**src/rtl/sfd_ram.sv**
```systemverilog
// generic single write port, single read port ram with registered read data
// no dependencies
`timescale 1ns / 1ps

module sfd_ram #(
  parameter int WIDTH = 8,
  parameter int DEPTH = 16
) (
  input  logic                     clk_i,
  input  logic                     we_i,
  input  logic [$clog2(DEPTH)-1:0] waddr_i,
  input  logic [WIDTH-1:0]         wdata_i,
  input  logic [$clog2(DEPTH)-1:0] raddr_i,
  output logic [WIDTH-1:0]         rdata_o
);

  logic [WIDTH-1:0] mem_q [DEPTH];
  logic [WIDTH-1:0] rdata_q;

  always_ff @(posedge clk_i) begin
    if (we_i) begin
      mem_q[waddr_i] <= wdata_i;
    end
    rdata_q <= mem_q[raddr_i];
  end

  assign rdata_o = rdata_q;

endmodule

```
**config.mk**
```make
export PLATFORM = sky130hd
export DESIGN_NAME = sfd_ram
export DESIGN_NICKNAME = d
export VERILOG_FILES = /design/src/rtl/sfd_ram.sv
export SDC_FILE = /design/constraint.sdc
export NUM_CORES = 1
export LEC_CHECK = 0
export BUFFER_PORTS_ARGS = -buffer_cell sky130_fd_sc_hd__buf_2
export CAP_MARGIN = 10
export CORE_MARGIN = 1
export CORE_UTILIZATION = 60
export CTS_CLUSTER_DIAMETER = 100
export DETAILED_ROUTE_END_ITERATION = 8
export PLACE_DENSITY = 0.78
export SYNTH_ARGS = -nofsm -noshare
export SYNTH_HDL_FRONTEND = slang
export SYNTH_SLANG_ARGS = --single-unit
```
**constraint.sdc**
```tcl
create_clock -name clk_i -period 2.3 [get_ports clk_i]
set_input_delay 0.115 -clock clk_i [delete_from_list [all_inputs] [get_ports clk_i]]
set_output_delay 0.115 -clock clk_i [all_outputs]
set_load 0.005 [all_outputs]
```
======== Word level (Yosys, flattened, before mapping) ========
Memories as Yosys holds them, arrays and structs flattened. A register that Yosys moved wholly into a read port is not among the register bits.
Index checks and enable logic that the tools add are counted.
word-level totals
  register bits after elaboration ......... 0
  bits in latches ......................... 0
  bits in writable memories ............... 128
  memory bits (read-only) ................. 0
  bits of input ports ..................... 18
  output and inout bits ................... 8
  word-level logic and storage cells ...... 3
  memories kept ........................... 1
cells by class
  add/sub/neg operators ................... 0
  $mul .................................... 0
  div/mod/pow operators ................... 0
  order comparisons ....................... 0
  eq/ne operators ......................... 0
  shift operators ......................... 0
  muxes and demuxes ....................... 2
  bitwise operators ....................... 0
  reductions and logical operators ........ 0
memories
  name   depth  width  read ports  clocked after Yosys merged registers in  write ports  RTL line  text
  mem_q  16     8      1           1                                        1            17        logic [WIDTH-1:0] mem_q [DEPTH];
operators with widths
  kind               count
  1-bit two-way mux  2

======== Depth between registers and ports, before layout ========
  depth in word-level cells ............... 2
  mapped depth ............................ 5
  depth with buffers taken out ............ 3

======== Worst setup path after synthesis ========
OpenSTA, ideal clock, no wires.
  path kind ............................... input port to flip-flop
  from .................................... input waddr_i[2]
  to ...................................... memory mem_q[0][0] (enable)
  library setup time ...................... 0.383 ns
  data arrival time ....................... 1.225 ns
  data required time ...................... 1.917 ns
  setup slack ............................. 0.692 ns
  cell stages on the path ................. 2
  buffers on the path ..................... 0
  cells stage by stage .................... or3b_2 -> nor3_1
RTL lines
  what                RTL line  text
  start: declaration  11        input logic [$clog2(DEPTH)-1:0] waddr_i,
  end: declaration    17
Straight into the memory's write port.

==> flow_summary_export.csv <==
group,metric,value,unit
outcome,status,"finished clean",
timing,hold_viol_final,0,
clock_tree,clk_latency,0.53,ns
yosys,syn_inst,229,
final_layout,seqCellArea,0.00400,mm²
power,leakagePower,0.00209,µW
placement,place_hpwl,6080,µm
yosys,syn_area,0.00515,mm²
clock_tree,clock_sinks,136,
final_layout,nNetsFinal,309,
yosys,syn_nets,247,
yosys,yosysWarnings,0,
global_route,grt-ovfl-total,0,
final_layout,antenna_cells,0,
clock_tree,tritoncts,"yes",
floorplan,rows,33,
global_route,grt_pass1_vias,2575,
yosys,synth-compound-area-share,0.0233,
clock_tree,cts.clk_slew.worst_paths,0.06,ns
timing,slew_violations,0,
worst_setup_path,start_kind,"register",
worst_setup_path,reg2reg_depth,3,
placement,gp_congestion,0.786,
final_layout,drive_gt1_frac,0.316,
timing,fin_skew,0.0250,ns
clock_tree,cts_buffer_depth,2,
yosys,syn_avg_cell_area,22.5,µm²
yosys,post_synth_fa_ha_maj_area_fraction,0,
worst_setup_path,worstSetupStartpoint,"mem_q[1][5]",
worst_setup_path,worstPathRequired,2.71,ns
detailed_routing,vias,2490,
yosys,synth_xor_area_frac,0,
job,cap_violations,0,
worst_setup_path,r2r_setup_slack,0.92,ns
timing,maxClockFrequency,725,MHz
worst_setup_path,rr_endpoint,"rdata_o[5]",
timing,finalCritPeriodShare,0.600,
global_route,grt_max_degree,18,
yosys,synth_seq_area_share,0.778,
clock_tree,htreeDepth,4,
global_route,antenna_found_initial,0,
floorplan,ios,26,
clock_tree,cts_root_buf,"clkbuf_8",
detailed_routing,wl,9900,µm
floorplan,fp.dieW,94.6,µm
worst_setup_path,cp-endpoint,"rdata_o[5]",
min_path,hold_class,"input port to register",
detailed_routing,drc,0,
worst_setup_path,critPathMaxFanout,1,
floorplan,floorplan.initialDensity,0.623,
detailed_routing,dr.pass1.iters,4,
final_layout,multi_input_area,0.00106,mm²
final_layout,fin_cells,409,
timing,rsz0062_at_grt,"false",
yosys,synth-simple-area-share,0.0318,
global_route,globalRouteTotalUtil,0.250,
yosys,synth_cell_type_count,19,
floorplan,coreArea,0.00826,mm²
worst_setup_path,crit_arrival,1.79,ns
yosys,synth_top_family_by_area,"multiplexers",
timing,setup_viol,0,
floorplan,die-area,0.00895,mm²
yosys,ys_ff_latch,136,
timing,setup_tns,0,ns
final_layout,area_growth,18.5,%
detailed_routing,drt_iter0_drc,253,
placement,port_buffers,25,
floorplan,chipHeight,94.6,µm
timing,slew_headroom,0.505,
placement,placedCellCount,369,
power,peakVddDrop,0.514,mV
worst_setup_path,r2r-start,"mem_q[1][5]",
worst_setup_path,crit_type,"register to register",
detailed_routing,via_per_inst,6.09,
final_layout,nFillCells,488,
yosys,muxShareOfSynthArea,0.150,
timing,period_needed,1.38,ns
detailed_routing,antenna_left,0,
clock_tree,cts-resized-gates,0,
detailed_routing,wl_per_cell,24.2,µm
timing,worstMarginPinSlew,0.741,ns
clock_tree,cts_inserted_buffers,17,
power,p_per_area,904,mW/mm²
worst_setup_path,crit_path_end_kind,"register",
global_route,grt_pass1_wl,14700,µm
logic make-up (layout without fill, tap and decap cells):
family,count (synthesis),after routing
compound gates,16,16
buf+inv,10,85
flops,136,136
mux,32,32
simple gates,35,35
state kept, by name, summed over array words and instances, names as in the netlist:
name and flops:
mem_q 128, rdata_o 8
how the worst min path moves through the flow:
| stage | from | slack (ns) | to | cells past startpoint |
|---|---|---|---|---|
| CTS | waddr_i[0] | 0.005 | mem_q[0][1] | 2 |
| global placement | wdata_i[6] | 0.50 | mem_q[1][6] | 1 |
| finish | waddr_i[0] | 0.02 | mem_q[0][1] | 2 |
| floorplan | wdata_i[0] | 0.21 | mem_q[0][0] | 0 |
| detailed placement | rdata_o[6] | 0.50 | rdata_o[6] | 1 |
| global route | waddr_i[0] | 0.02 | mem_q[0][1] | 2 |
layer usage:
layer  vias up  global-route usage  share of wire
met2       121               0.407           0.51
met1      1257               0.328           0.39
li1       1101                   -              -
met3        11              0.0604          0.091
met4         0               0.102          0.013
met5         -                   0              0
metrics by stage:
step | util | power [µW] | setup WS (ns) | instance area (µm²) | hold slack (ns)
floorplan | - | 2980 | 0.692 | 5150 | 0.214
global placement | 0.662 | 3080 | 0.506 | 5470 | 0.496
detailed placement | 0.662 | 3090 | 0.434 | 5470 | 0.497
CTS | 0.739 | 5550 | 0.913 | 6100 | 0.00503
global route | 0.739 | 5680 | 0.869 | 6100 | 0.0171
finish | 0.739 | 5520 | 0.921 | 6100 | 0.0210
power breakdown:
part | leakage (µW) | internal (µW) | switching, µW
registers | 0.00122 | 2770 | 15.1
logic | 0.000609 | 117 | 145
clock network | 0.000256 | 1460 | 1010
cell type report:
type / instances / area share
clock buffer: 18 / 0.0701
clock inverter: 14 / 0.0205
multi-input combinational: 83 / 0.173
sequential: 136 / 0.656
tap: 105 / 0.0215
timing repair buffer: 53 / 0.0582
critical path: stages (launching register included):
cell,delay [ns]
edfxtp_1,0.35
mux4_1,0.53
a22oi_1,0.32
nand2_1,0.08
synth_stat cells:
| library cell | n | area (µm²) |
|---|---|---|
| and2_1 | 1 | 6.26 |
| edfxtp_1 | 128 | 3840 |
| nand3_1 | 1 | 5.00 |
| clkdlybuf4s25_2 | 3 | 30.0 |
| or3b_2 | 1 | 8.76 |
| buf_6 | 3 | 33.8 |
| buf_4 | 1 | 7.51 |
| mux4_2 | 18 | 405 |
| nand3b_1 | 2 | 15.0 |
| nor2b_1 | 1 | 6.26 |
| dfxtp_1 | 8 | 160 |
| a22oi_1 | 16 | 120 |
| nand2_1 | 9 | 33.8 |
| nor2_1 | 13 | 48.8 |
| nor3_1 | 4 | 20.0 |
| nand2b_1 | 2 | 12.5 |
| buf_2 | 3 | 15.0 |
| mux4_1 | 14 | 368 |
| and2b_1 | 1 | 7.51 |
what timing repair did:
action	4_1_cts	5_1_grt
buffers inserted	0	0
hold endpoints to repair	128	0
hold buffers	8	0
cells in the final DEF (no fill, tap or decap), types with 2 or more instances in the layout:
cell type      Yosys  layout
a22oi_1           16      16
buf_2              3      25
buf_4              1      20
clkbuf_16          0      16
clkbuf_8           0       2
clkinv_2           0       3
clkinv_4           0       2
clkinvlp_4         0       6
dfxtp_1            8       8
dlygate4sd3_1      0       8
edfxtp_1         128     128
inv_6              0       2
mux4_1            14      14
mux4_2            18      18
nand2_1            9       9
nand2b_1           2       2
nand3b_1           2       2
nor2_1            13      13
nor3_1             4       4
Note: power is estimated with default switching activity, not from simulation.
