### src/rtl/sfd_pkg.sv
// types, constants and helper functions of the stiff string grid stepper
// no dependencies
`timescale 1ns / 1ps

package sfd_pkg;

  localparam int NUM_POINTS = 128;
  localparam int IDX_W      = $clog2(NUM_POINTS);
  localparam int EXT_W      = ((IDX_W > 7) ? IDX_W : 7) + 2;
  localparam int CNT_W      = $clog2(NUM_POINTS + 3);
  localparam int SWEEP_LEN  = NUM_POINTS + 2;
  localparam int GRID_W     = 48;
  localparam int FORCE_W    = 32;
  localparam int POS_W      = 7;
  localparam int CFG_IDX_W  = 3;
  localparam int NUM_LEVELS = 4;
  localparam int WORD_W     = GRID_W * NUM_LEVELS;
  localparam int BASE_W     = 52;
  localparam int MUL_LAT    = 5;
  localparam int NUM_COEFS  = 6;
  localparam int WIN_LEN    = 5;

  typedef logic [IDX_W-1:0]           idx_t;
  typedef logic [EXT_W-1:0]           ext_t;
  typedef logic signed [GRID_W-1:0]   grid_t;
  typedef grid_t [NUM_LEVELS-1:0]     word_t;

  localparam idx_t  IDX_LAST   = idx_t'(NUM_POINTS - 1);
  localparam idx_t  IDX_NM2    = idx_t'(NUM_POINTS - 2);
  localparam idx_t  IDX_BRIDGE = idx_t'(NUM_POINTS - 3);
  localparam ext_t  EXT_NPTS   = ext_t'(NUM_POINTS);
  localparam ext_t  EXT_LAST   = ext_t'(NUM_POINTS - 1);

  localparam grid_t MAX48 = 48'sh7FFF_FFFF_FFFF;
  localparam grid_t MIN48 = 48'sh8000_0000_0000;
  localparam logic signed [63:0] MAX48_EXT = 64'sh0000_7FFF_FFFF_FFFF;
  localparam logic signed [63:0] MIN48_EXT = 64'shFFFF_8000_0000_0000;

  typedef enum logic [1:0] {
    CMD_STRIKE = 2'd0,
    CMD_FIRST  = 2'd1,
    CMD_FULL   = 2'd2,
    CMD_READ   = 2'd3
  } cmd_e;

  typedef enum logic [CFG_IDX_W-1:0] {
    REG_COEF_WAVE  = 3'd0,
    REG_COEF_STIFF = 3'd1,
    REG_COEF_VEL   = 3'd2,
    REG_COEF_FREQ  = 3'd3,
    REG_COEF_HAM   = 3'd4,
    REG_COEF_BRG   = 3'd5,
    REG_CENTER     = 3'd6,
    REG_RADIUS     = 3'd7
  } cfg_reg_e;

  // level of each role in the current update
  typedef struct packed {
    logic [1:0] m1;
    logic [1:0] c0;
    logic [1:0] nw;
    logic [1:0] m2;
  } lvl_sel_t;

  // stencil stage result
  typedef struct packed {
    logic                     vld;
    idx_t                     j;
    word_t                    word;
    grid_t                    d2;
    grid_t                    f4;
    grid_t                    dv;
    grid_t                    d3;
    logic signed [BASE_W-1:0] base;
  } stage_t;

  // one point after the sum or force stages
  typedef struct packed {
    logic  vld;
    idx_t  j;
    word_t word;
    grid_t val;
  } point_t;

  function automatic grid_t sat48(input logic signed [63:0] v);
    grid_t r;
    if (v > MAX48_EXT) begin
      r = MAX48;
    end else if (v < MIN48_EXT) begin
      r = MIN48;
    end else begin
      r = v[GRID_W-1:0];
    end
    return r;
  endfunction

  function automatic logic signed [63:0] ext64(input grid_t v);
    return 64'(v);
  endfunction

  function automatic grid_t lvl(input word_t w, input logic [1:0] k);
    return w[k];
  endfunction

endpackage

### src/rtl/sfd_stencil.sv
// spatial and time differences of one grid point from a five word window
// registered output; depends on sfd_pkg
`timescale 1ns / 1ps

module sfd_stencil (
  input  logic                clk_i,
  input  logic                rst_ni,
  input  sfd_pkg::word_t      win_i [sfd_pkg::WIN_LEN],
  input  sfd_pkg::lvl_sel_t   sel_i,
  input  logic                vld_i,
  input  sfd_pkg::idx_t       j_i,
  output sfd_pkg::stage_t     sa_o
);

  logic signed [63:0] y0, y1, y2, y3, y4, n, m1, m2;
  sfd_pkg::stage_t sa_q, sa_d;

  always_comb begin
    y0 = sfd_pkg::ext64(sfd_pkg::lvl(win_i[0], sel_i.c0));
    y1 = sfd_pkg::ext64(sfd_pkg::lvl(win_i[1], sel_i.c0));
    y2 = sfd_pkg::ext64(sfd_pkg::lvl(win_i[2], sel_i.c0));
    y3 = sfd_pkg::ext64(sfd_pkg::lvl(win_i[3], sel_i.c0));
    y4 = sfd_pkg::ext64(sfd_pkg::lvl(win_i[4], sel_i.c0));
    n  = sfd_pkg::ext64(sfd_pkg::lvl(win_i[2], sel_i.nw));
    m1 = sfd_pkg::ext64(sfd_pkg::lvl(win_i[2], sel_i.m1));
    m2 = sfd_pkg::ext64(sfd_pkg::lvl(win_i[2], sel_i.m2));

    sa_d.vld  = vld_i;
    sa_d.j    = j_i;
    sa_d.word = win_i[2];
    sa_d.d2   = sfd_pkg::sat48(y3 - 64'sd2 * y2 + y1);
    sa_d.f4   = sfd_pkg::sat48(y4 - 64'sd4 * y3 + 64'sd6 * y2 - 64'sd4 * y1 + y0);
    sa_d.dv   = sfd_pkg::sat48(n - y2);
    sa_d.d3   = sfd_pkg::sat48(n - 64'sd3 * y2 + 64'sd3 * m1 - m2);
    sa_d.base = sfd_pkg::BASE_W'(64'sd2 * y2 - m1);
  end

  always_ff @(posedge clk_i or negedge rst_ni) begin
    if (!rst_ni) begin
      sa_q <= '0;
    end else begin
      sa_q <= sa_d;
    end
  end

  assign sa_o = sa_q;

endmodule

### config.mk
export PLATFORM = sky130hd
export DESIGN_NAME = sfd_stencil
export DESIGN_NICKNAME = d
export VERILOG_FILES = /design/src/rtl/sfd_pkg.sv /design/src/rtl/sfd_stencil.sv
export SDC_FILE = /design/constraint.sdc
export NUM_CORES = 2
export LEC_CHECK = 0
export ABC_AREA = 1
export BUFFER_PORTS_ARGS = -buffer_cell sky130_fd_sc_hd__buf_2
export CAP_MARGIN = 20
export CORE_AREA = 2 2 557 559
export CTS_CLUSTER_SIZE = 16
export DETAILED_ROUTE_END_ITERATION = 10
export DIE_AREA = 0 0 559 561
export PLACE_DENSITY_LB_ADDON = 0.15
export SLEW_MARGIN = 40
export SYNTH_ARGS = -nofsm -noshare
export SYNTH_HDL_FRONTEND = slang
export SYNTH_SLANG_ARGS = --single-unit
export TNS_END_PERCENT = 50
### constraint.sdc
create_clock -name clk_i -period 1.3 [get_ports clk_i]
set_clock_uncertainty 0.1 [all_clocks]
set_input_delay 0 -clock clk_i [delete_from_list [all_inputs] [get_ports clk_i]]
set_output_delay 0 -clock clk_i [all_outputs]
set_load 0.005 [all_outputs]
# Word level (Yosys, flattened, before mapping)
# Index checks and enable logic that the tools add are counted.
[totals]
reg_bits = 442
rom_bits = 0
latch_bits = 0
out_inout_bits = 444
in_bits = 978
mem_bits_rw = 0
wordCells = 61
mem_count = 0
[op_classes]
magnitude_cmp = 12
muxes = 24
n_div = 0
mul = 3
add_sub_neg = 11
n_shift = 0
n_eq_ne = 0
reduce_logical = 0
n_bitwise = 0
[ops]
columns = ["op", "count"]
rows = [
  ["binary-select mux 48 bit (select 2 bit)", 8],
  ["2-to-1 mux 48 bit", 16],
  ["multiplier 3 x 48 -> 51 bit, first input constant", 3],
  ["adder 54 x 48 -> 55 bit", 1],
  ["greater-than comparator 55 x 48 -> 1 bit, second input constant", 1],
  ["less-than comparator 55 x 48 -> 1 bit, second input constant", 1],
  ["greater-than comparator 54 x 48 -> 1 bit, second input constant", 1],
  ["less-than comparator 54 x 48 -> 1 bit, second input constant", 1],
  ["subtractor 53 x 48 -> 54 bit", 1],
  ["subtractor 53 x 50 -> 54 bit", 1],
  ["adder 51 x 52 -> 53 bit", 1],
  ["adder 52 x 51 -> 53 bit", 1],
  ["subtractor 48 x 51 -> 52 bit", 1],
  ["adder 50 x 48 -> 51 bit", 1],
  ["greater-than comparator 51 x 48 -> 1 bit, second input constant", 1],
  ["less-than comparator 51 x 48 -> 1 bit, second input constant", 1],
  ["subtractor 48 x 50 -> 51 bit", 1],
  ["subtractor 48 x 49 -> 50 bit", 1],
  ["subtractor 49 x 48 -> 50 bit", 1],
  ["greater-than comparator 49 x 48 -> 1 bit, second input constant", 1],
  ["less-than comparator 49 x 48 -> 1 bit, second input constant", 1],
  ["subtractor 48 x 48 -> 49 bit", 1],
  ["less-than comparator 2 x 3 -> 1 bit, second input constant", 4],
]

# Logic depth before layout (Yosys ltp)
[depth]
ltp_word = 9
ltp_mapped = 48
depth_no_buf = 44

# Worst setup path after synthesis
# Ideal clock, no wire load.
[synth_timing]
path_kind = "input to register"
start = "input port sel_i[4] in the netlist's numbering"
end = "register sa_q (netlist bit sa_o[165])"
setup_time_ps = 117
path_stages = 44
path_buffers = 5
t_required_ps = 1083
path_slack_ps = -4429
arrival_ps = 5512
path_cell_list = "buf_2 -> inv_2 -> clkbuf_1 -> clkbuf_1 -> nand2_1 -> a32oi_1 -> inv_1 -> ha_1 -> nand2_1 -> nand2_1 -> inv_1 -> ha_1 -> inv_1 -> nand2_1 -> nand3_1 -> nand2_1 -> a21oi_2 -> o21bai_2 -> (+8 left out) -> ha_1 -> nand2_1 -> nor2_1 -> inv_2 -> nor2_2 -> nand2_1 -> nor2_1 -> nand2_1 -> nand3_1 -> nand2_1 -> nand2_1 -> nand2_1 -> nor2_1 -> nand3_1 -> nand2_1 -> buf_6 -> buf_6 -> nand2_1"
[synth_rtl]
columns = ["element", "line", "text"]
rows = [
  ["from (decl)", "sfd_stencil.sv:9", "input sfd_pkg::lvl_sel_t sel_i,"],
  ["to (signal assigned)", "sfd_stencil.sv:40", "sa_q <= '0;"],
  ["to (signal assigned)", "sfd_stencil.sv:42", "sa_q <= sa_d;"],
  ["to (decl)", "sfd_stencil.sv:16", "sfd_pkg::stage_t sa_q, sa_d;"],
]

==> flow_summary.json <==
{
  "synth_fa_ha_area_frac": 0.2382,
  "cts_buffer_depth": 3,
  "largest_reg_flops": 442,
  "synthFlopType": "dfrtp_1",
  "muxShareOfSynthArea": 0,
  "synth_xor_area_frac": 0.03907,
  "synth_area_leaders": "dfrtp_1 20%, fa_1 14%, nand2_1 13%, ha_1 9.8%, inv_1 8.7%",
  "worst_pin_slew_ns": 0.7925,
  "violations": "negative setup slack",
  "maxSlewHeadroom": 0.4717,
  "max_freq_ghz": 0.1839,
  "die_h_um": 561,
  "grt_max_degree": 103,
  "holdPathEnd": "sa_o[260]",
  "synthDistinctLibCells": 56,
  "placementRows": 204,
  "hold_start": "win_i[400]",
  "ys_seq_area_frac": 0.1989,
  "dr.pass1.iters": 5,
  "top_layer": "met5",
  "syn_to_final_growth_pct": 80.33,
  "period_needed_ns": 5.439,
  "peakVddDrop_v": 0.002605,
  "holdPathStages": 3,
  "slowest_stage": "fa_1",
  "async_reset_ff_frac": 1.000,
  "synth-seq-cells": 442,
  "finalHoldViolCount": 0,
  "drt-met1-wl_um": 178200,
  "clk_pin_slew_worst_paths_ns": 0.06,
  "cp_max_fo": 7,
  "yosys_warnings": 0,
  "dieArea_um2": 313600,
  "synth-simple-area-share": 0.2246,
  "wl_per_cell_um": 28.33,
  "dieWidth_um": 559,
  "clock-root-buffer": "clkbuf_16",
  "ios": 1422,
  "powerDensity_nw_per_um2": 3060,
  "synth_top_area_frac": 0.1989,
  "holdWs_ns": 0.04219,
  "rsz0062_at_grt": "true",
  "vias": 73518,
  "arrival_ns": 5.93,
  "max_stage_delay_ns": 0.53,
  "status": "finished, violations left",
  "dr_wl_met3_um": 20850,
  "hold_class": "primary input to register",
  "first_global_vias": 76233,
  "grt_pass1_wl_um": 615800,
  "drt_iter0_drc": 5220,
  "drive_gt1_frac": 0.4124,
  "syn_avg_cell_area_um2": 6.881,
  "antenna_found_initial": 106,
  "cts_buffers": 54,
  "syn_area_um2": 55600,
  "syn_inst": 8080,
  "register_area_um2": 11060,
  "dp_hpwl_um": 412300,
  "synth_compound_area_frac": 0.1868,
  "multi_input_area_um2": 43950,
  "wl_met2_um": 237800,
  "synth_nets": 9883,
  "setup_tns_ns": -762.66,
  "port_buffers": 1421,
  "cts_tree": "yes",
  "slew_viol_final": 0,
  "cts_sinks": 442,
  "coreArea_um2": 307600,
  "routed_via_density": 4.471,
  "fin_crit_sh": 4.184,
  "synth_top_family_by_area": "adder cells",
  "p_leak_nw": 49.61,
  "fillerInstances": 33744,
  "p_total_mw": 306.8,
  "setup_viol": 862,
  "drc": 0,
  "worst_setup_path_end_kind": "register",
  "crit_path_start_kind": "primary input",
  "detail-route-antenna-nets": 0,
  "cap_violations": 0,
  "wirelength_um": 465900,
  "grtUsageTotal": 0.2836,
  "synth-edff-count": 0,
  "post-route-util": 0.3260,
  "final_cell_mix": "2313 x buf_4, 1782 x nand2_1, 1416 x buf_2",
  "post-route-worst-setup-slack_ns": -4.139,
  "final_common_cell": "buf_4",
  "synth_area_leader_cell": "dfrtp_1",
  "gp_congestion": 1.075,
  "cp_data_required_time_ns": 1.79,
  "start_util": 0.1808,
  "gr-total-overflow": 0,
  "critPathKind": "primary input to register",
  "layout.nets": 13991,
  "cts_htree_levels": 2
}
## worst max-delay path: cells and delay by family
kind | cells | cell delay [ns]
buffers and inverters | 16 | 2.08
and+or+nand+nor | 14 | 1.53
adders and majority gates | 3 | 1.11
AOI/OAI and AO/OA | 5 | 0.91
xor gates and xnor gates | 1 | 0.18
## layer usage
layer | track usage | up-vias
li1 | - | 34291
met1 | 0.3163 | 35992
met2 | 0.5238 | 2582
met3 | 0.03668 | 641
met4 | 0.1447 | 12
met5 | 0 | -
## synthesized netlist by cell type (all sizes together), types with 96 or more instances
cell    instances
a21oi         663
a32o           96
a32oi         102
clkbuf        230
dfrtp         442
fa            389
ha            436
inv          1307
nand2        1956
nand3         170
nor2          941
o21ai         623
o22ai         138
xor2          162
## power by group
group | internal (mW) | total [mW] | switching [mW]
Sequential | 18.7 | 20.3 | 1.58
Clock | 9.65 | 16.6 | 6.94
Combinational | 119 | 270 | 151
## logic make-up (layout without fill, tap and decap cells)
kind of cell / Yosys count / count (layout)
AND/OR/NAND/NOR: 3183 / 3183
AO/OA/AOI/OAI: 1784 / 1784
buffers and inverters: 1598 / 5750
adder cells (fa/ha/maj): 825 / 825
flip-flops: 442 / 442
XOR/XNOR: 248 / 248
other: 0 / 92
## per-stage QoR
stage,worst slack [ns],area (um2),cells
global route,-4.241,100200,16431
global placement,-5.815,88170,15775
detailed placement,-5.698,88170,15775
CTS,-4.155,96400,16254
finish,-4.139,100300,16444
floorplan,-3.748,57070,8080
## how the worst max path moves through the flow
stage              from        end  slack, ns  depth (start not counted)
6_report       sel_i[4]  sa_o[184]      -4.14                         39
2_1_floorplan  sel_i[4]  sa_o[165]      -3.75                         42
4_1_cts        sel_i[4]  sa_o[176]      -4.16                         40
3_3_place_gp   sel_i[4]  sa_o[193]      -5.82                         40
5_1_grt        sel_i[4]  sa_o[158]      -4.24                         40
3_5_place_dp   sel_i[4]  sa_o[192]      -5.70                         39
## final cells by class
class	count	share of cell area
Sequential cell	442	0.1103
Antenna cell	92	0.002296
Clock buffer	62	0.01439
Timing Repair Buffer	4340	0.3286
Tap cell	4120	0.05142
Multi-Input combinational cell	6040	0.4383
Inverter	1309	0.04990
Clock inverter	38	0.004655
Timing Repair inverter	1	0.00008736
## timing repair
item	4_1_cts	5_1_grt
endpoints found under the setup margin	685	1121
hold buffers	329	0
gates cloned	11	14
gates resized for setup	467	643
hold endpoints to repair	642	0
pin swaps	72	211
buffers inserted	42	90
(Power assumes the default switching activity.)
